==> src/mkc_pkg.sv <==
// Shared types and constants of the masked 3x3 RGB convolution block.
package mkc_pkg;

  localparam int COEF_BITS = 8;
  localparam int CHAN_BITS = 8;
  localparam int PIX_BITS  = 3 * CHAN_BITS;
  localparam int ROW_BITS  = 3 * COEF_BITS;
  localparam int TAPS      = 9;
  localparam int SUM_BITS  = 20;
  localparam int MAG_BITS  = 19;
  localparam int DIV_BITS  = 12;
  localparam int LW_BITS   = 11;
  localparam int IDX_BITS  = 3;
  localparam logic [CHAN_BITS-1:0] CHAN_MAX = 8'd255;

  typedef enum logic [IDX_BITS-1:0] {
    CFG_KERNEL_TOP    = 3'd0,
    CFG_KERNEL_MIDDLE = 3'd1,
    CFG_KERNEL_BOTTOM = 3'd2,
    CFG_NORM_DIVISOR  = 3'd3,
    CFG_LINE_WIDTH    = 3'd4
  } cfg_idx_e;

  typedef struct packed {
    logic [CHAN_BITS-1:0] pix_red;
    logic [CHAN_BITS-1:0] pix_green;
    logic [CHAN_BITS-1:0] pix_blue;
    logic                 pix_selected;
    logic                 frame_start;
  } pix_in_t;

  typedef struct packed {
    logic [CHAN_BITS-1:0] out_red;
    logic [CHAN_BITS-1:0] out_green;
    logic [CHAN_BITS-1:0] out_blue;
    logic                 out_row_end;
  } pix_out_t;

  // pix[0] is the top-left tap, pix[8] the bottom-right one
  typedef struct packed {
    logic [TAPS-1:0][PIX_BITS-1:0] pix;
    logic                          centre_sel;
    logic                          row_end;
  } win_t;

  typedef struct packed {
    logic [2:0][ROW_BITS-1:0] kernel;
    logic [DIV_BITS-1:0]      norm_divisor;
  } coef_cfg_t;

endpackage

==> src/mkc_back.sv <==
// Back end: tap-serial multiply-accumulate, bit-serial divide, clamp and output register.
module mkc_back import mkc_pkg::*; (
  input  logic      clk_i,
  input  logic      rst_ni,
  input  logic      empty_i,
  input  win_t      win_i,
  output logic      pop_o,
  input  coef_cfg_t cfg_i,
  output logic      out_valid_o,
  input  logic      out_stall_i,
  output pix_out_t  out_data_o
);

  typedef enum logic [3:0] {
    B_IDLE = 4'b0001,
    B_MAC  = 4'b0010,
    B_DIV  = 4'b0100,
    B_OUT  = 4'b1000
  } back_state_e;

  back_state_e state_q;

  logic [TAPS-1:0][PIX_BITS-1:0] pix_q;
  logic [TAPS*COEF_BITS-1:0]     coef_q;
  logic [3:0]                    tap_q;
  logic [4:0]                    step_q;
  logic                          row_end_q;
  logic signed [SUM_BITS-1:0]    acc_q [3];
  logic [MAG_BITS-1:0]           dvd_q [3];
  logic [DIV_BITS-1:0]           rem_q [3];
  logic                          neg_q [3];
  logic [DIV_BITS-1:0]           dmag_q;
  logic [CHAN_BITS-1:0]          res_q [3];
  logic                          div_zero, div_neg;

  assign pop_o       = (state_q == B_IDLE) && !empty_i;
  assign out_valid_o = (state_q == B_OUT);
  assign div_zero    = (cfg_i.norm_divisor == '0);
  assign div_neg     = cfg_i.norm_divisor[DIV_BITS-1];

  always_comb begin
    out_data_o.out_red     = res_q[0];
    out_data_o.out_green   = res_q[1];
    out_data_o.out_blue    = res_q[2];
    out_data_o.out_row_end = row_end_q;
  end

  always_ff @(posedge clk_i) begin
    logic signed [COEF_BITS-1:0]     cf;
    logic signed [CHAN_BITS:0]       px;
    logic signed [COEF_BITS+CHAN_BITS:0] prod;
    logic [SUM_BITS-1:0]             mag;
    logic [DIV_BITS:0]               trial;
    case (state_q)
      B_IDLE: begin
        if (pop_o) begin
          pix_q     <= win_i.pix;
          coef_q    <= {cfg_i.kernel[2], cfg_i.kernel[1], cfg_i.kernel[0]};
          row_end_q <= win_i.row_end;
          tap_q     <= '0;
          for (int ch = 0; ch < 3; ch++) begin
            acc_q[ch] <= '0;
            res_q[ch] <= win_i.pix[4][PIX_BITS-1-CHAN_BITS*ch -: CHAN_BITS];
          end
        end
      end
      B_MAC: begin
        if (tap_q != 4'(TAPS)) begin
          // one tap per cycle for all three channels, then advance
          cf = coef_q[COEF_BITS-1:0];
          for (int ch = 0; ch < 3; ch++) begin
            px   = $signed({1'b0, pix_q[0][PIX_BITS-1-CHAN_BITS*ch -: CHAN_BITS]});
            prod = cf * px;
            acc_q[ch] <= acc_q[ch] + SUM_BITS'(prod);
          end
          pix_q  <= pix_q >> PIX_BITS;
          coef_q <= coef_q >> COEF_BITS;
          tap_q  <= tap_q + 4'd1;
        end else begin
          dmag_q <= div_neg ? DIV_BITS'(-cfg_i.norm_divisor) : cfg_i.norm_divisor;
          step_q <= '0;
          for (int ch = 0; ch < 3; ch++) begin
            mag = acc_q[ch][SUM_BITS-1] ? -acc_q[ch] : acc_q[ch];
            dvd_q[ch] <= mag[MAG_BITS-1:0];
            rem_q[ch] <= '0;
            neg_q[ch] <= acc_q[ch][SUM_BITS-1] ^ div_neg;
            if (acc_q[ch] < 0) begin
              res_q[ch] <= '0;
            end else if (acc_q[ch] > SUM_BITS'(CHAN_MAX)) begin
              res_q[ch] <= CHAN_MAX;
            end else begin
              res_q[ch] <= acc_q[ch][CHAN_BITS-1:0];
            end
          end
        end
      end
      B_DIV: begin
        if (step_q != 5'(MAG_BITS)) begin
          for (int ch = 0; ch < 3; ch++) begin
            trial = {rem_q[ch], dvd_q[ch][MAG_BITS-1]};
            if (trial >= {1'b0, dmag_q}) begin
              rem_q[ch] <= DIV_BITS'(trial - {1'b0, dmag_q});
              dvd_q[ch] <= {dvd_q[ch][MAG_BITS-2:0], 1'b1};
            end else begin
              rem_q[ch] <= trial[DIV_BITS-1:0];
              dvd_q[ch] <= {dvd_q[ch][MAG_BITS-2:0], 1'b0};
            end
          end
          step_q <= step_q + 5'd1;
        end else begin
          for (int ch = 0; ch < 3; ch++) begin
            if (neg_q[ch]) begin
              res_q[ch] <= '0;
            end else if (dvd_q[ch] > MAG_BITS'(CHAN_MAX)) begin
              res_q[ch] <= CHAN_MAX;
            end else begin
              res_q[ch] <= dvd_q[ch][CHAN_BITS-1:0];
            end
          end
        end
      end
      default: ;
    endcase
  end

  always_ff @(posedge clk_i or negedge rst_ni) begin
    if (!rst_ni) begin
      state_q <= B_IDLE;
    end else begin
      case (state_q)
        B_IDLE: if (pop_o) state_q <= win_i.centre_sel ? B_MAC : B_OUT;
        B_MAC: begin
          if (tap_q == 4'(TAPS)) state_q <= div_zero ? B_OUT : B_DIV;
        end
        B_DIV: if (step_q == 5'(MAG_BITS)) state_q <= B_OUT;
        B_OUT: if (!out_stall_i) state_q <= B_IDLE;
        default: state_q <= B_IDLE;
      endcase
    end
  end

endmodule

==> config.mk <==
export PLATFORM = sky130hd
export DESIGN_NAME = mkc_back
export DESIGN_NICKNAME = d
export VERILOG_FILES = /design/src/mkc_pkg.sv /design/src/mkc_back.sv
export SDC_FILE = /design/constraint.sdc
export NUM_CORES = 2
export LEC_CHECK = 0
export BUFFER_PORTS_ARGS = -buffer_cell sky130_fd_sc_hd__clkbuf_2
export CAP_MARGIN = 5
export CORE_MARGIN = 2
export CORE_UTILIZATION = 40
export CTS_BUF_LIST = sky130_fd_sc_hd__clkbuf_16
export DETAILED_ROUTE_END_ITERATION = 10
export PLACE_DENSITY_LB_ADDON = 0.05
export SETUP_SLACK_MARGIN = 0.1
export SYNTH_ARGS = -nofsm -noshare
export SYNTH_HDL_FRONTEND = slang
export SYNTH_SLANG_ARGS = --single-unit
==> constraint.sdc <==
create_clock -name clk_i -period 21.3 [get_ports clk_i]
set_input_delay 4.26 -clock clk_i [delete_from_list [all_inputs] [get_ports clk_i]]
set_output_delay 4.26 -clock clk_i [all_outputs]
set_load 0.02 [all_outputs]
==> metrics.txt <==
Crit path largest cell delay=0.28 ns; status=complete, no violations; Least-Margin Pin Slew=1.14 ns; Num CTS Buffers=57; clk sinks=494; most used cell, CP=clkbuf_2; first-pass GRT wire length=139000 µm; Max-Cap Viols=0; Post-Syn Area=32500 µm²; Post-CTS Resized=0; # hold bufs at CTS=0; Initial Util=0.404; later-pin clock latency in the skew report=0.63 ns; Hold WC Path Type=flop to flop; Max Root-Sink Buffers=3; share of cells above drive strength 1=0.130; Post-Synth XOR/XNOR Area=0.0342; largest family of logic cells by synthesized area=simple AND/OR/NAND/NOR gates; flops & latches, synth=494; CTS tree=yes; Iter 0 DRT Violations=1588; die width=289 µm; DRT Wirelength=89700 µm; ys async rst share=0.00810; Die Span Y=289 µm; mux cell area share after synthesis=0.00408; Vias=24.4k; Slew Viols, Final=0; Netlist cell types=76; final period utilization=0.433; CP required=17.04 ns; post-synthesis adder-cell area fraction=0.182; crit path cell chain=clkbuf_2 > nand2b_1 > inv_1 > clkbuf_2; Simple-Gate Fraction of Synth Area=0.197; wire per inst=19.1 µm; initial antenna violation count=13; GRT Util Overall=0.214; Clock H-tree levels=2; post-synthesis sequential area ratio=0.455; Worst Path Arrival=4.96 ns; Fin. Hold Viols=0; Setup CP Type=input pin to output port; vias in the first global route=25.1k; Avg Inst Size Synth=9.87 µm²; number of synthesized flops with an enable pin=489; dominant synthesized flop cell=edfxtp_1; CP max stage cell=nand2b_1; Synth Warn #=0; WP buf/inv=3; RSZ-0062 raised after global routing=false; HPWL Detailed=67000 µm; io pins=333; Tmin final=9.22 ns; DRT Pass-1 Iters=5; Rel. slew slack=0.240; Final nets=4263; via/cell ratio=5.20; Final Setup Violations=0; Clock Skew=0.0550 ns; Synth Net Count=3979; Die Area=83600 µm²; total gr overflow=0; site row count=104; largest net degree at the start of global routing=181; Worst-path clk slew=0.06 ns; Compound-Gate Fraction of Synth Area=0.0813; Root Buffer=clkbuf_16; critical path depth=4; startpoint types=input pin; final antenna-violating net count=0; area grow syn2layout=14.1%; Post-CTS Repair Setup Buffers=0; gp weighted congestion=0.874; CP Capture Type=output port; DRC viols=0; Min-Delay Path Depth=2; R2R depth=16; Syn Inst Count=3294; maximum clock rate=108 MHz; final setup TNS=0 ns; critical path fanouts, max=6; core area=80500 µm²; port buffer count=332; Fill cells=7764; Top delay family on crit path=buffers and inverters
layer usage:
layer | share of wire | GRT usage | vias up
li1 | - | - | 11700
met1 | 0.43 | 0.281 | 12000
met2 | 0.50 | 0.371 | 567
met3 | 0.049 | 0.0301 | 132
met4 | 0.025 | 0.0606 | 12
met5 | 0.00081 | 0 | -
through the flow:
| stage | hold WS, ns | setup WS [ns] | util | instance area [µm²] | cells |
|---|---|---|---|---|---|
| after floorplan | 0.484 | 9.94 | - | 32500 | 3294 |
| after global placement | 0.491 | 12.07 | 0.437 | 35200 | 4579 |
| after detailed placement | 0.493 | 12.08 | 0.437 | 35200 | 4579 |
| after CTS | 0.506 | 12.07 | 0.460 | 37100 | 4686 |
| after global routing | 0.522 | 12.00 | 0.460 | 37100 | 4692 |
| final | 0.504 | 12.08 | 0.460 | 37100 | 4692 |
logic make-up after synthesis:
| family | after synthesis |
|---|---|
| simple gates | 1471 |
| flops | 494 |
| compound gates | 418 |
| buf+inv | 392 |
| fa+ha+maj | 379 |
| xor+xnor | 127 |
| mux | 13 |
worst paths after layout:
check / startpoint / to / slack (ns)
hold reg to reg: pix_q[173] / pix_q[149] / 0.50
setup reg to reg: coef_q[7] / acc_q[0][19] / 15.22
hold / removal: pix_q[173] / pix_q[149] / 0.50
max in group asynchronous: rst_ni / state_q[0] / 17.66
min in group asynchronous: rst_ni / state_q[3] / 3.43
setup / recovery: empty_i / pop_o / 12.08
layout make-up:
class,count,area [µm²],area share
Multi-Input combinational cell,2408,16200,0.438
Sequential cell,494,14800,0.399
Timing Repair Buffer,360,1900,0.0511
Clock buffer,58,1450,0.0391
Tap cell,1060,1330,0.0358
Inverter,257,965,0.0260
Clock inverter,49,378,0.0102
Antenna cell,6,15.0,0.000405
cells in the mapped netlist (29+ instances only):
library cell,instances,share of area
fa_1,156,0.096
nand2_1,992,0.11
xor2_1,35,0.0094
xnor2_1,92,0.025
clkbuf_1,114,0.013
a21oi_1,109,0.017
and2_1,122,0.023
a21o_1,29,0.0067
edfxtp_1,489,0.45
inv_1,256,0.030
nor3_1,37,0.0057
o21ai_0,124,0.019
ha_1,223,0.086
nor2_1,146,0.017
nand3_1,30,0.0046
flip-flops by register name, indices dropped and copies added, names as in the netlist, 5 cells and up:
signal / flops
acc_q: 60
coef_q: 72
dmag_q: 12
dvd_q: 57
pix_q: 216
rem_q: 36
res_q: 24
step_q: 5
placed cells by master (no fill, tap or decap), types with 8 or more instances in the layout:
cell,synthesis,final
nand2_1,992,989
edfxtp_1,489,489
clkbuf_2,0,332
inv_1,256,271
ha_1,223,223
fa_1,156,156
nor2_1,146,145
o21ai_0,124,124
and2_1,122,122
a21oi_1,109,108
xnor2_1,92,92
clkbuf_16,0,58
nor3_1,37,36
xor2_1,35,35
nand3_1,30,30
a21o_1,29,29
buf_4,2,26
or3_1,24,24
and3_1,24,24
o31ai_1,23,23
a211oi_1,20,20
clkinv_1,1,19
nand4_1,17,17
o21a_1,14,14
nor2b_1,13,13
nand2b_1,13,12
nor4_1,12,12
a22o_1,12,12
a221oi_1,11,11
mux2i_1,11,11
or4_1,8,8
a211o_1,8,8
o211ai_1,8,8
worst register-to-register path: cells and delay by family (launching register included):
kind | cells | cell delay, ns
adder cells (fa/ha/maj) | 6 | 2.64
flip-flops | 1 | 0.32
buffers and inverters | 3 | 1.07
XOR/XNOR | 1 | 0.20
AND/OR/NAND/NOR | 2 | 0.26
AO/OA/AOI/OAI | 4 | 1.32
Power is not shown: default switching activity piles up to over one toggle a cycle in this logic, so the estimate is an artifact.
