## src/mkc_pkg.sv

```systemverilog
// Shared types and constants of the masked 3x3 RGB convolution block.
package mkc_pkg;

  localparam int COEF_BITS = 8;
  localparam int CHAN_BITS = 8;
  localparam int PIX_BITS  = 3 * CHAN_BITS;
  localparam int ROW_BITS  = 3 * COEF_BITS;
  localparam int TAPS      = 9;
  localparam int SUM_BITS  = 20;
  localparam int MAG_BITS  = 19;
  localparam int DIV_BITS  = 12;
  localparam int LW_BITS   = 11;
  localparam int IDX_BITS  = 3;
  localparam logic [CHAN_BITS-1:0] CHAN_MAX = 8'd255;

  typedef enum logic [IDX_BITS-1:0] {
    CFG_KERNEL_TOP    = 3'd0,
    CFG_KERNEL_MIDDLE = 3'd1,
    CFG_KERNEL_BOTTOM = 3'd2,
    CFG_NORM_DIVISOR  = 3'd3,
    CFG_LINE_WIDTH    = 3'd4
  } cfg_idx_e;

  typedef struct packed {
    logic [CHAN_BITS-1:0] pix_red;
    logic [CHAN_BITS-1:0] pix_green;
    logic [CHAN_BITS-1:0] pix_blue;
    logic                 pix_selected;
    logic                 frame_start;
  } pix_in_t;

  typedef struct packed {
    logic [CHAN_BITS-1:0] out_red;
    logic [CHAN_BITS-1:0] out_green;
    logic [CHAN_BITS-1:0] out_blue;
    logic                 out_row_end;
  } pix_out_t;

  // pix[0] is the top-left tap, pix[8] the bottom-right one
  typedef struct packed {
    logic [TAPS-1:0][PIX_BITS-1:0] pix;
    logic                          centre_sel;
    logic                          row_end;
  } win_t;

  typedef struct packed {
    logic [2:0][ROW_BITS-1:0] kernel;
    logic [DIV_BITS-1:0]      norm_divisor;
  } coef_cfg_t;

endpackage

```

## src/mkc_queue.sv

```systemverilog
// Two-entry window queue between front and back end.
module mkc_queue import mkc_pkg::*; (
  input  logic clk_i,
  input  logic rst_ni,
  input  logic push_i,
  input  win_t push_data_i,
  output logic full_o,
  input  logic pop_i,
  output logic empty_o,
  output win_t pop_data_o
);

  win_t       mem_q [2];
  logic       wr_q, rd_q;
  logic [1:0] cnt_q;

  assign full_o     = (cnt_q == 2'd2);
  assign empty_o    = (cnt_q == 2'd0);
  assign pop_data_o = mem_q[rd_q];

  always_ff @(posedge clk_i) begin
    if (push_i) mem_q[wr_q] <= push_data_i;
  end

  always_ff @(posedge clk_i or negedge rst_ni) begin
    if (!rst_ni) begin
      wr_q  <= 1'b0;
      rd_q  <= 1'b0;
      cnt_q <= '0;
    end else begin
      if (push_i) wr_q <= !wr_q;
      if (pop_i)  rd_q <= !rd_q;
      if (push_i && !pop_i) begin
        cnt_q <= cnt_q + 2'd1;
      end else if (pop_i && !push_i) begin
        cnt_q <= cnt_q - 2'd1;
      end
    end
  end

endmodule

```

## config.mk

```make
export PLATFORM = sky130hd
export DESIGN_NAME = mkc_queue
export DESIGN_NICKNAME = d
export VERILOG_FILES = /design/src/mkc_pkg.sv /design/src/mkc_queue.sv
export SDC_FILE = /design/constraint.sdc
export NUM_CORES = 1
export LEC_CHECK = 0
export ABC_AREA = 1
export BUFFER_PORTS_ARGS = -buffer_cell sky130_fd_sc_hd__buf_2
export CORE_ASPECT_RATIO = 0.7
export CORE_MARGIN = 4
export CORE_UTILIZATION = 49
export CTS_CLUSTER_DIAMETER = 50
export DETAILED_ROUTE_END_ITERATION = 16
export PLACE_DENSITY = 0.75
export SYNTH_ARGS = -nofsm -noshare
export SYNTH_HDL_FRONTEND = slang
export SYNTH_SLANG_ARGS = --single-unit
export TNS_END_PERCENT = 10
```

## constraint.sdc

```tcl
create_clock -name clk_i -period 22.8 [get_ports clk_i]
set_clock_uncertainty 0.1 [all_clocks]
set_input_delay 2.28 -clock clk_i [delete_from_list [all_inputs] [get_ports clk_i]]
set_output_delay 2.28 -clock clk_i [all_outputs]
set_load 0.03 [all_outputs]
```

==> results.sh, run 1 <==
export IMPL_critPathMaxStageDelay_ns=1.00
export IMPL_path_cells="buf_12 > mux2_2 > buf_2"
export IMPL_layout_cells_non_filler=1633
export IMPL_startpoint_to_endpoint_class_of_the_critical_path="reg -> out"
export IMPL_route_antenna_remaining_nets=0
export IMPL_power_ir_vdd_worst_v=0.00009169
export IMPL_dominantRegCellSynth="sky130_fd_sc_hd__edfxtp_1"
export IMPL_async_flop_share_pct=0.9091
export IMPL_cts_inserted_buffers=43
export IMPL_cts_reportedPaths_clkPinSlew_ns=0.06
export IMPL_die_outline_area_um2=35700
export IMPL_initial_cell_density_of_the_core_pct=49.64
export IMPL_cpMaxStageDelayCell="sky130_fd_sc_hd__dfrtp_4"
export IMPL_multiInputGateArea_um2=2542
export IMPL_synthesis_yosys_warnings=0
export IMPL_layout_drive_gt1_share_pct=60.35
export IMPL_floorplan_die_width_um=224.1
export IMPL_synth_common_cells="sky130_fd_sc_hd__edfxtp_1 (436), sky130_fd_sc_hd__mux2_2 (218), sky130_fd_sc_hd__buf_6 (23)"
export IMPL_crit_path_start_kind="flop"
export IMPL_worst_endpoint_arrival_ns=3.08
export IMPL_yosysTopAreaCellShare_pct=81.72
export IMPL_synth_most_common_cell="sky130_fd_sc_hd__edfxtp_1"
export IMPL_detail_route_first_pass_iterations=4
export IMPL_setup_tns_final_ns=0
export IMPL_synth_compound_gate_area_share_pct=0
export IMPL_yosys_mux_area_fraction_pct=15.32
export IMPL_finalMaxSlewViolations=0
export IMPL_report_final_hold_viol_count=0
export IMPL_layout_core_utilization_pct=61.69
export IMPL_fmaxAchievable_ghz=0.1830
export IMPL_critical_path_rt_ns=20.42
export IMPL_design_core_area_um2=32270
export IMPL_static_leakage_nw=7.500
export IMPL_tritoncts="done"
export IMPL_post_synthesis_mean_instance_area_um2=22.79
export IMPL_synth_nets=926
export IMPL_netlist_cell_type_count=13
export IMPL_io_buffers=441
export IMPL_number_of_placement_rows=55
export IMPL_result_of_the_run="finished clean"
export IMPL_worst_hold_path_type="reg -> reg"
export IMPL_cp_max_fo=155
export IMPL_holdBufCountCts=0
export IMPL_post_cts_setup_buffers=0
export IMPL_ff_latch_area_um2=13200
export IMPL_powerDensity_nw_per_um2=137.2
export IMPL_detail_route_wirelength_um=34040
export IMPL_cp_end_kind="primary output"
export IMPL_clk_latency_worst_skew_pair_ns=0.53
export IMPL_post_synth_fa_ha_maj_area_fraction_pct=0.07810
export IMPL_path_buf_inv=2
export IMPL_detailedRoute_firstIterationViolations=627
export IMPL_floorplan_die_height_um=159.3
export IMPL_antenna_found_initial=10
export IMPL_max_cap_violations=0
export IMPL_cts_htree_levels=2
export IMPL_crit_family="flip-flops"
export IMPL_post_cts_resized_instances=0
export IMPL_yosys_area_top_type="sky130_fd_sc_hd__edfxtp_1"
export IMPL_grt_first_pass_wirelength_um=50840
export IMPL_main_combinational_cell_family_by_area_after_synthesis="multiplexers"
export IMPL_place_detailed_instances=1553
export IMPL_r2r_setup_slack_ns=19.91
export IMPL_synth_xor_area_share_pct=0.1640
export IMPL_clock_tree_root_cell="sky130_fd_sc_hd__clkbuf_16"
export IMPL_route_detailed_drc=0
export IMPL_globalRoute_totalOverflow=0
export IMPL_ys_ff_latch=440
export IMPL_timing_final_crit_share_pct=23.96
export IMPL_post_synth_main_area_contributors="sky130_fd_sc_hd__edfxtp_1 (82%), sky130_fd_sc_hd__mux2_2 (15%), sky130_fd_sc_hd__buf_6 (1.6%)"
export IMPL_first_global_vias=8754
export IMPL_tightest_slew_ns=1.072
export IMPL_yosysSeqAreaShare_pct=82.35
export IMPL_netlist_instances=703
export IMPL_slew_limit_headroom_pct=28.52
export IMPL_clock_path_buffers=3
export IMPL_grt_usage_pct=18.55
export IMPL_layout_min_cycle_time_ns=5.464
export IMPL_cts_sinks=440
export IMPL_dpl_hpwl_um=22730
export IMPL_num_io_pins=442
export IMPL_total_of_endpoints_with_negative_setup_slack_in_the_final_report=0
export IMPL_detail_route_wl_per_cell_um=20.84
export IMPL_vias_per_cell=5.080
export IMPL_design_final_nets=1394
export IMPL_finalWeightedCongestion=0.7863
export IMPL_grt_max_degree=156
export IMPL_area_delta_synth_final_pct=24.29
export IMPL_grt_setup_unrepaired="no"
export IMPL_vias=8296
export IMPL_netlist_area_um2=16020
export IMPL_synth_simple_area_share_pct=0.2577
export IMPL_synth_edf_count=436
export IMPL_filler_cell_count=2321
[area by class of cell]
cell class | instances | share of cell area, %
Sequential cell | 440 | 66.27
Timing Repair Buffer | 447 | 11.37
Tap cell | 427 | 2.683
Clock buffer | 54 | 5.825
Antenna cell | 3 | 0.03770
Clock inverter | 23 | 0.8672
Inverter | 7 | 0.1697
Multi-Input combinational cell | 232 | 12.77
[where the power goes]
group	internal, mW	total [mW]	switching (mW)	leakage [nW]
registers	1.07	1.13	0.0549	4.14
logic	0.309	0.933	0.625	2.70
clock network	0.385	0.670	0.285	0.658
total	1.77	2.73	0.964	7.50
[sequential cells by signal (all words and copies together) (netlist names)]
register	flops
mem_q	436
cnt_q	2
rd_q	1
wr_q	1
[cell usage in the layout, fill, tap and decap left out]
| cell | netlist | final |
|---|---|---|
| sky130_fd_sc_hd__buf_12 | 0 | 1 |
| sky130_fd_sc_hd__buf_2 | 0 | 441 |
| sky130_fd_sc_hd__buf_4 | 1 | 5 |
| sky130_fd_sc_hd__bufinv_16 | 0 | 2 |
| sky130_fd_sc_hd__clkbuf_1 | 0 | 9 |
| sky130_fd_sc_hd__clkbuf_16 | 0 | 45 |
| sky130_fd_sc_hd__clkinv_1 | 0 | 10 |
| sky130_fd_sc_hd__clkinv_2 | 0 | 7 |
| sky130_fd_sc_hd__dfrtp_1 | 4 | 3 |
| sky130_fd_sc_hd__dfrtp_4 | 0 | 1 |
| sky130_fd_sc_hd__diode_2 | 0 | 3 |
| sky130_fd_sc_hd__edfxtp_1 | 436 | 436 |
| sky130_fd_sc_hd__ha_1 | 1 | 1 |
| sky130_fd_sc_hd__inv_1 | 7 | 6 |
| sky130_fd_sc_hd__inv_6 | 0 | 2 |
| sky130_fd_sc_hd__inv_8 | 0 | 3 |
| sky130_fd_sc_hd__mux2_2 | 218 | 218 |
| sky130_fd_sc_hd__nand2_1 | 5 | 5 |
| sky130_fd_sc_hd__nand3_1 | 1 | 1 |
| sky130_fd_sc_hd__nand4_1 | 1 | 1 |
| sky130_fd_sc_hd__nor2_1 | 3 | 2 |
| sky130_fd_sc_hd__nor2_4 | 0 | 1 |
| sky130_fd_sc_hd__xnor2_1 | 1 | 1 |
| sky130_fd_sc_hd__xor2_1 | 2 | 2 |
[stage by stage]
stage / hold slack [ns] / worst slack [ns] / total power [mW] / cell area [um2]
global route: 0.4375 / 17.23 / 2.853 / 19910
floorplan: 0.3631 / 10.47 / 1.885 / 16020
global placement: 0.3815 / 17.90 / 2.079 / 18570
CTS: 0.4121 / 17.37 / 2.763 / 19900
detailed placement: 0.3972 / 17.95 / 2.088 / 18570
finish: 0.4091 / 17.34 / 2.732 / 19910
[layer usage]
layer  up-vias  track usage (%)  share of wire [%]  wire, um
li1       3745                -                  -         -
met1      4152            23.35                 38     13080
met2       324            30.80                 49     16810
met3        61            6.561                9.8      3321
met4        14            5.265                2.2       745
met5         -                0               0.22        76
[worst reg2reg max path: stages (launching register included)]
cell and delay, ns:
sky130_fd_sc_hd__dfrtp_1 0.42, sky130_fd_sc_hd__nand2_1 0.17, sky130_fd_sc_hd__inv_8 0.76, sky130_fd_sc_hd__buf_4 0.99
[path summary, 6_finish.rpt]
kind / endpoint / cells after the start / start
hold / removal: cnt_q[1] / 2 / cnt_q[1]
hold reg to reg: cnt_q[1] / 2 / cnt_q[1]
max in group asynchronous: rd_q / 1 / rst_ni
setup reg to reg: mem_q[1][157] / 3 / wr_q
min in group asynchronous: wr_q / 1 / rst_ni
setup / recovery: pop_data_o[98] / 3 / rd_q
[cell families after synthesis]
logic type / Yosys count
and+or+nand+nor: 10
muxes: 218
DFF: 440
xor gates and xnor gates: 3
adders and majority gates: 1
buffers and inverters: 31
Power figures use the tool's default switching activity.
==> inputs of run 2 (changes only) <==
--- a/config.mk
+++ b/config.mk
@@ -5,7 +5,7 @@
 export SDC_FILE = /design/constraint.sdc
 export NUM_CORES = 1
 export LEC_CHECK = 0
-export ABC_AREA = 1
+export ABC_AREA = 0
 export BUFFER_PORTS_ARGS = -buffer_cell sky130_fd_sc_hd__buf_2
 export CORE_ASPECT_RATIO = 0.7
 export CORE_MARGIN = 4
==> constraint.sdc (replaced) <==
create_clock -name clk_i -period 5.1 [get_ports clk_i]
set_clock_uncertainty 0.1 [all_clocks]
set_input_delay 0.51 -clock clk_i [delete_from_list [all_inputs] [get_ports clk_i]]
set_output_delay 0.51 -clock clk_i [all_outputs]
set_load 0.03 [all_outputs]
==> run 2 against run 1 <==
  * Worst hold slack lost 0.34 ns
  * Synthesized cell count shrank 1.3%
  * Sequential power grew to 4.5 times the previous value
  * Utilization grew 0.20 points
  * Die area shrank 0.12%
  * Wire length grew 1.0%
  * Sequential share of layout area shrank 0.22 points
  * Register-to-register slack lost 17 ns
  * Via count shrank 0.24%
  * Clock power grew to 4.5 times the previous value
  * Critical path depth is the same
  * Design area grew 0.33%
  * Largest power group unchanged
==> results.sh, run 2 <==
export IMPL_result_of_the_run="finished clean"
export IMPL_largest_registers="mem_q (436), cnt_q (2)"
export IMPL_synthesis_yosys_warnings=0
export IMPL_clock_tree_root_cell="sky130_fd_sc_hd__clkbuf_16"
export IMPL_clock_path_buffers=3
export IMPL_netSwitchingPower_mw=4.297
export IMPL_fmaxAchievable_ghz=0.3032
export IMPL_dpl_hpwl_um=23410
export IMPL_main_combinational_cell_family_by_area_after_synthesis="multiplexers"
export IMPL_detail_route_wl_per_cell_um=21.11
export IMPL_layout_cells_non_filler=1629
export IMPL_layout_drive_gt1_share_pct=60.84
export IMPL_ys_ff_latch=440
export IMPL_initial_cell_density_of_the_core_pct=49.58
export IMPL_final_cell_area_um2=19980
export IMPL_vias=8276
export IMPL_tightest_slew_ns=0.9322
export IMPL_crit_path_start_kind="flop"
export IMPL_switching_share_pct=35.12
export IMPL_clockPowerShare_pct=24.6
export IMPL_powerDensity_nw_per_um2=612.5
export IMPL_layout_min_cycle_time_ns=3.298
export IMPL_floorplan_die_width_um=224.0
export IMPL_globalRoute_totalOverflow=0
export IMPL_slew_limit_headroom_pct=37.85
export IMPL_detailedRoute_firstIterationViolations=481
export IMPL_cp_max_fo=77
export IMPL_number_of_placement_rows=55
export IMPL_power_ir_vdd_worst_v=0.0004287
export IMPL_yosysTopAreaCellShare_pct=81.83
export IMPL_worst_hold_path_type="in -> reg"
export IMPL_startpoint_to_endpoint_class_of_the_critical_path="reg -> out"
export IMPL_synth_simple_area_share_pct=0.1642
export IMPL_io_buffers=441
export IMPL_netlist_cell_type_count=12
export IMPL_seq_power_share_pct=41.3
export IMPL_gr_usage_met1_pct=22.26
export IMPL_antenna_found_initial=16
export IMPL_report_final_hold_viol_count=0
export IMPL_finalMaxSlewViolations=0
export IMPL_post_synthesis_mean_instance_area_um2=23.06
export IMPL_tritoncts="done"
export IMPL_top_register="mem_q"
export IMPL_detail_route_wirelength_um=34390
export IMPL_final_critical_path_setup_slack_ns=1.802
export IMPL_async_flop_share_pct=0.9091
export IMPL_vias_per_cell=5.080
export IMPL_largest_reg_flops=436
export IMPL_synth_xor_area_share_pct=0.2737
export IMPL_yosys_mux_area_fraction_pct=15.34
export IMPL_cts_inserted_buffers=43
export IMPL_grt_first_pass_wirelength_um=50910
export IMPL_total_of_endpoints_with_negative_setup_slack_in_the_final_report=0
export IMPL_synth_common_cells="sky130_fd_sc_hd__edfxtp_1 (436), sky130_fd_sc_hd__mux2_2 (218), sky130_fd_sc_hd__buf_6 (23)"
export IMPL_detailedPlace_worstSlack_ns=2.326
export IMPL_power_share_combinational_pct=34.1
export IMPL_post_synth_main_area_contributors="sky130_fd_sc_hd__edfxtp_1 (82%), sky130_fd_sc_hd__mux2_2 (15%), sky130_fd_sc_hd__buf_6 (1.6%)"
export IMPL_area_delta_synth_final_pct=24.85
export IMPL_synth_compound_gate_area_share_pct=0
export IMPL_grt_usage_pct=18.60
export IMPL_floorplan_die_height_um=159.2
export IMPL_timing_final_crit_share_pct=64.67
export IMPL_grt_setup_unrepaired="no"
export IMPL_cts_htree_levels=2
export IMPL_design_final_nets=1387
export IMPL_cts_reportedPaths_clkPinSlew_ns=0.06
export IMPL_max_cap_violations=0
export IMPL_synth_most_common_cell="sky130_fd_sc_hd__edfxtp_1"
export IMPL_post_synth_fa_ha_maj_area_fraction_pct=0.07820
export IMPL_design_core_area_um2=32270
export IMPL_worst_endpoint_arrival_ns=2.69
export IMPL_die_outline_area_um2=35650
export IMPL_final_common_cell="sky130_fd_sc_hd__buf_2"
export IMPL_num_io_pins=442
export IMPL_route_detailed_drc=0
export IMPL_cts_sinks=440
export IMPL_layout_cells_most_common_list="sky130_fd_sc_hd__buf_2 (441), sky130_fd_sc_hd__edfxtp_1 (436), sky130_fd_sc_hd__mux2_2 (218)"
export IMPL_netlist_area_um2=16000
export IMPL_yosys_area_top_type="sky130_fd_sc_hd__edfxtp_1"
export IMPL_post_cts_setup_buffers=0
export IMPL_yosysSeqAreaShare_pct=82.45
export IMPL_totalPowerFinal_mw=12.23
export IMPL_first_global_vias=8763
export IMPL_detail_route_first_pass_iterations=4
export IMPL_grt_max_degree=131
export IMPL_static_leakage_nw=7.502
export IMPL_hold_slack_ns=0.06739
export IMPL_finalWeightedCongestion=0.8097
export IMPL_synth_nets=917
export IMPL_synth_edf_count=436
export IMPL_place_detailed_instances=1545
export IMPL_globalRoute_busiestLayer="met2"
export IMPL_postPlaceCellArea_um2=18600
export IMPL_grt_met3_use_pct=7.372
export IMPL_netlist_instances=694
export IMPL_cp_end_kind="primary output"
export IMPL_grtUsageMet2_pct=31.63
export IMPL_power_internal_mw=7.937
export IMPL_critical_path_rt_ns=4.49
export IMPL_clk_latency_worst_skew_pair_ns=0.52
export IMPL_dominantRegCellSynth="sky130_fd_sc_hd__edfxtp_1"
export IMPL_route_antenna_remaining_nets=0
[run 2: cell types whose count changed after synthesis, moves of 2 or more]
cell                      change
sky130_fd_sc_hd__xor2_1       +2
sky130_fd_sc_hd__nand2_1      -5
sky130_fd_sc_hd__inv_1        -6
sky130_fd_sc_hd__nor2b_1      +2
[run 2: through the flow]
step,utilization (%),TNS [ns]
2_1_floorplan,-,-223.02
4_1_cts,61.84,0
3_3_place_gp,57.64,0
5_1_grt,61.86,0
6_report,61.90,0
3_5_place_dp,57.64,0
[run 2: layer usage]
metal	part of all wire, %	wire (um)	vias to the layer above
met1	37	12800	4103
met2	50	17140	332
met4	2.4	840	20
met5	0.35	122	-
met3	10	3486	80
li1	-	-	3741
[run 2: layout make-up]
type                    count  area (um2)
multi-input cells         229        2547
well taps                 427       534.3
flip-flops and latches    440       13200
fillers                  2290       12300
clock inverters            21       171.4
inverters                   1       3.754
diodes                      7       17.52
clock buffers              55        1174
repair buffers            449        2332
[run 2: power groups by stage]
stage / clock [mW] / sequential [mW] / combinational, mW
after floorplan: 0 / 5.09 / 3.24
after global placement: 0 / 5.10 / 4.21
after detailed placement: 0 / 5.14 / 4.21
after CTS: 3.07 / 5.07 / 4.23
after global routing: 3.25 / 5.12 / 4.39
final: 3.01 / 5.05 / 4.18
[run 2: final timing paths]
kind / cells past startpoint / slack, ns / from / to
max in group asynchronous: 2 / 4.51 / rst_ni / rd_q
min reg2reg: 1 / 0.44 / cnt_q[1] / cnt_q[1]
min in group asynchronous: 2 / 0.25 / rst_ni / cnt_q[1]
min: 1 / 0.07 / push_data_i[200] / mem_q[1][200]
max reg2reg: 2 / 2.89 / wr_q / mem_q[1][79]
max: 3 / 1.80 / rd_q / pop_data_o[170]
[run 2: critical path: stages (launching register included)]
cell and delay (ns):
sky130_fd_sc_hd__dfrtp_4 1.03, sky130_fd_sc_hd__buf_12 0.43, sky130_fd_sc_hd__mux2_2 0.42, sky130_fd_sc_hd__buf_2 0.19
[run 2: logic make-up after synthesis]
family                     after synthesis
DFF                                    440
buffers and inverters                   25
adders and majority gates                1
xor gates and xnor gates                 5
muxes                                  218
and+or+nand+nor                          5
[run 2: repair_timing]
action / CTS / global route
resized for setup: 0 / 0
hold buffers: 1 / 0
endpoints found under the hold margin: 4 / 0
==> inputs of run 3 (changes only) <==
--- a/config.mk
+++ b/config.mk
@@ -9,7 +9,7 @@
 export BUFFER_PORTS_ARGS = -buffer_cell sky130_fd_sc_hd__buf_2
 export CORE_ASPECT_RATIO = 0.7
 export CORE_MARGIN = 4
-export CORE_UTILIZATION = 49
+export CORE_UTILIZATION = 47
 export CTS_CLUSTER_DIAMETER = 50
 export DETAILED_ROUTE_END_ITERATION = 16
 export PLACE_DENSITY = 0.75
==> constraint.sdc (replaced) <==
create_clock -name clk_i -period 2.7 [get_ports clk_i]
set_clock_uncertainty 0.1 [all_clocks]
set_input_delay 0.27 -clock clk_i [delete_from_list [all_inputs] [get_ports clk_i]]
set_output_delay 0.27 -clock clk_i [all_outputs]
set_load 0.03 [all_outputs]
==> run 3 against run 2 <==
  * Global-route usage is 2.0 points higher
  * Worst hold slack improved by 0.29 ns
  * Combinational power increased by 110%
  * Die area rose by 4.1%
  * Critical endpoint is now pop_data_o[133]
==> results.sh, run 3 (synthesis gave the netlist of run 2 again) <==
export IMPL_max_cap_violations=0
export IMPL_num_io_pins=442
export IMPL_detail_route_wl_per_cell_um=21.05
export IMPL_setup_tns_final_ns=0
export IMPL_powerDensity_nw_per_um2=1066
export IMPL_antenna_found_initial=7
export IMPL_layout_cells_most_common_list="sky130_fd_sc_hd__buf_2 (441), sky130_fd_sc_hd__edfxtp_1 (436), sky130_fd_sc_hd__dlygate4sd3_1 (222)"
export IMPL_netSwitchingPower_mw=8.472
export IMPL_cts_reportedPaths_clkPinSlew_ns=0.06
export IMPL_r2r_cells=2
export IMPL_io_buffers=441
export IMPL_power_internal_mw=15.33
export IMPL_layout_drive_gt1_share_pct=51.90
export IMPL_final_common_cell="sky130_fd_sc_hd__buf_2"
export IMPL_largest_registers="mem_q (436), cnt_q (2)"
export IMPL_layout_core_utilization_pct=66.54
export IMPL_clockPowerShare_pct=24.1
export IMPL_fmaxAchievable_ghz=0.4001
export IMPL_timing_final_crit_share_pct=92.58
export IMPL_slew_limit_headroom_pct=64.44
export IMPL_holdCritStartpoint="push_data_i[157]"
export IMPL_grt_first_pass_wirelength_um=59260
export IMPL_worst_hold_path_type="in -> reg"
export IMPL_grt_usage_pct=20.56
export IMPL_detail_route_wirelength_um=39240
export IMPL_area_delta_synth_final_pct=39.58
export IMPL_crit_path_start_kind="flop"
export IMPL_total_of_endpoints_with_negative_setup_slack_in_the_final_report=0
export IMPL_r2r_setup_slack_ns=1.07
export IMPL_dpl_hpwl_um=23650
export IMPL_switching_share_pct=35.60
export IMPL_vias=9323
export IMPL_route_detailed_drc=0
export IMPL_regToRegStartpoint="wr_q"
export IMPL_power_ir_vdd_worst_v=0.0008309
export IMPL_detailedRoute_firstIterationViolations=592
export IMPL_result_of_the_run="finished clean"
export IMPL_finalMaxSlewViolations=0
export IMPL_cts_htree_levels=2
export IMPL_critPathLaunch="rd_q"
export IMPL_first_global_vias=10200
export IMPL_number_of_placement_rows=56
export IMPL_design_core_area_um2=33560
export IMPL_grt_max_degree=87
export IMPL_detail_route_first_pass_iterations=4
export IMPL_critical_path_rt_ns=2.33
export IMPL_totalPowerFinal_mw=23.80
export IMPL_seq_power_share_pct=39.7
export IMPL_route_antenna_remaining_nets=0
export IMPL_floorplan_die_height_um=162.4
export IMPL_globalRoute_totalOverflow=0
export IMPL_initial_cell_density_of_the_core_pct=47.67
export IMPL_largest_reg_flops=436
export IMPL_vias_per_cell=5.002
export IMPL_finalWeightedCongestion=0.8087
export IMPL_filler_cell_count=2104
export IMPL_cts_inserted_buffers=43
export IMPL_clock_tree_root_cell="sky130_fd_sc_hd__clkbuf_16"
export IMPL_report_final_hold_viol_count=0
export IMPL_cp_max_fo=49
export IMPL_postPlaceCellArea_um2=18730
export IMPL_static_leakage_nw=8.477
export IMPL_cp_end_kind="primary output"
export IMPL_layout_min_cycle_time_ns=2.500
export IMPL_final_cell_area_um2=22330
export IMPL_hold_depth=2
export IMPL_worst_endpoint_arrival_ns=2.13
export IMPL_die_outline_area_um2=37110
export IMPL_startpoint_to_endpoint_class_of_the_critical_path="reg -> out"
export IMPL_post_cts_resized_instances=0
export IMPL_floorplan_die_width_um=228.5
export IMPL_top_register="mem_q"
export IMPL_power_share_combinational_pct=36.2
export IMPL_clock_path_buffers=3
export IMPL_design_final_nets=1615
export IMPL_cts_sinks=440
export IMPL_clk_latency_worst_skew_pair_ns=0.53
export IMPL_tightest_slew_ns=0.5334
export IMPL_grt_setup_unrepaired="no"
export IMPL_tritoncts="done"
-- run 3: changes by cell type in the layout (fill, tap and decap cells not counted), sizes merged --
cell,change
buf,+7
clkbuf,-4
clkinv,+2
clkinvlp,+3
dlygate4sd3,+221
inv,-2
-- run 3: stage by stage --
stage               cells  setup slack [ns]  hold slack [ns]
finish               1864            0.2005           0.3532
global route         1864            0.1241           0.3363
CTS                  1856           0.03053           0.3216
detailed placement   1559            0.6173         -0.01985
global placement     1559            0.6158         -0.01787
floorplan             694            -1.482          -0.1256
-- run 3: power groups by stage --
stage / Clock [mW] / Combinational [mW] / Sequential, mW
detailed placement: 0 / 8.26 / 9.60
finish: 5.74 / 8.62 / 9.44
floorplan: 0 / 6.13 / 9.52
global route: 6.15 / 9.05 / 9.54
global placement: 0 / 8.24 / 9.52
CTS: 5.83 / 8.57 / 9.46
-- run 3: worst paths after layout --
kind | end
max in group asynchronous | rd_q
min | mem_q[0][157]
min reg2reg | cnt_q[1]
min in group asynchronous | rd_q
max | pop_data_o[133]
max reg2reg | mem_q[0][160]
-- run 3: layout make-up --
cell class	instances	area [um2]	share of cell area (%)
Sequential cell	440	13200	59.09
Timing Repair Buffer	677	4679	20.95
Multi-Input combinational cell	229	2547	11.41
Clock buffer	51	1149	5.143
Tap cell	435	544.3	2.437
Clock inverter	24	195.2	0.8740
Antenna cell	7	17.52	0.07844
Inverter	1	3.754	0.01681
-- run 3: per-layer routing --
metal,vias up,part of all wire (%),track usage [%]
met3,87,9.3,6.748
li1,4184,-,-
met1,4610,37,24.40
met2,442,51,35.86
met4,0,3.0,6.730
met5,-,0,0
-- run 3: what timing repair did --
action,CTS,global route
setup endpoints to repair,0,17
endpoints found under the hold margin,442,0
hold buffers,222,0
buffers inserted,0,1
-- run 3: critical path, stage by stage (launching register included) --
cell and delay [ns]:
sky130_fd_sc_hd__dfrtp_4 0.65, sky130_fd_sc_hd__buf_12 0.31, sky130_fd_sc_hd__mux2_2 0.40, sky130_fd_sc_hd__buf_2 0.19
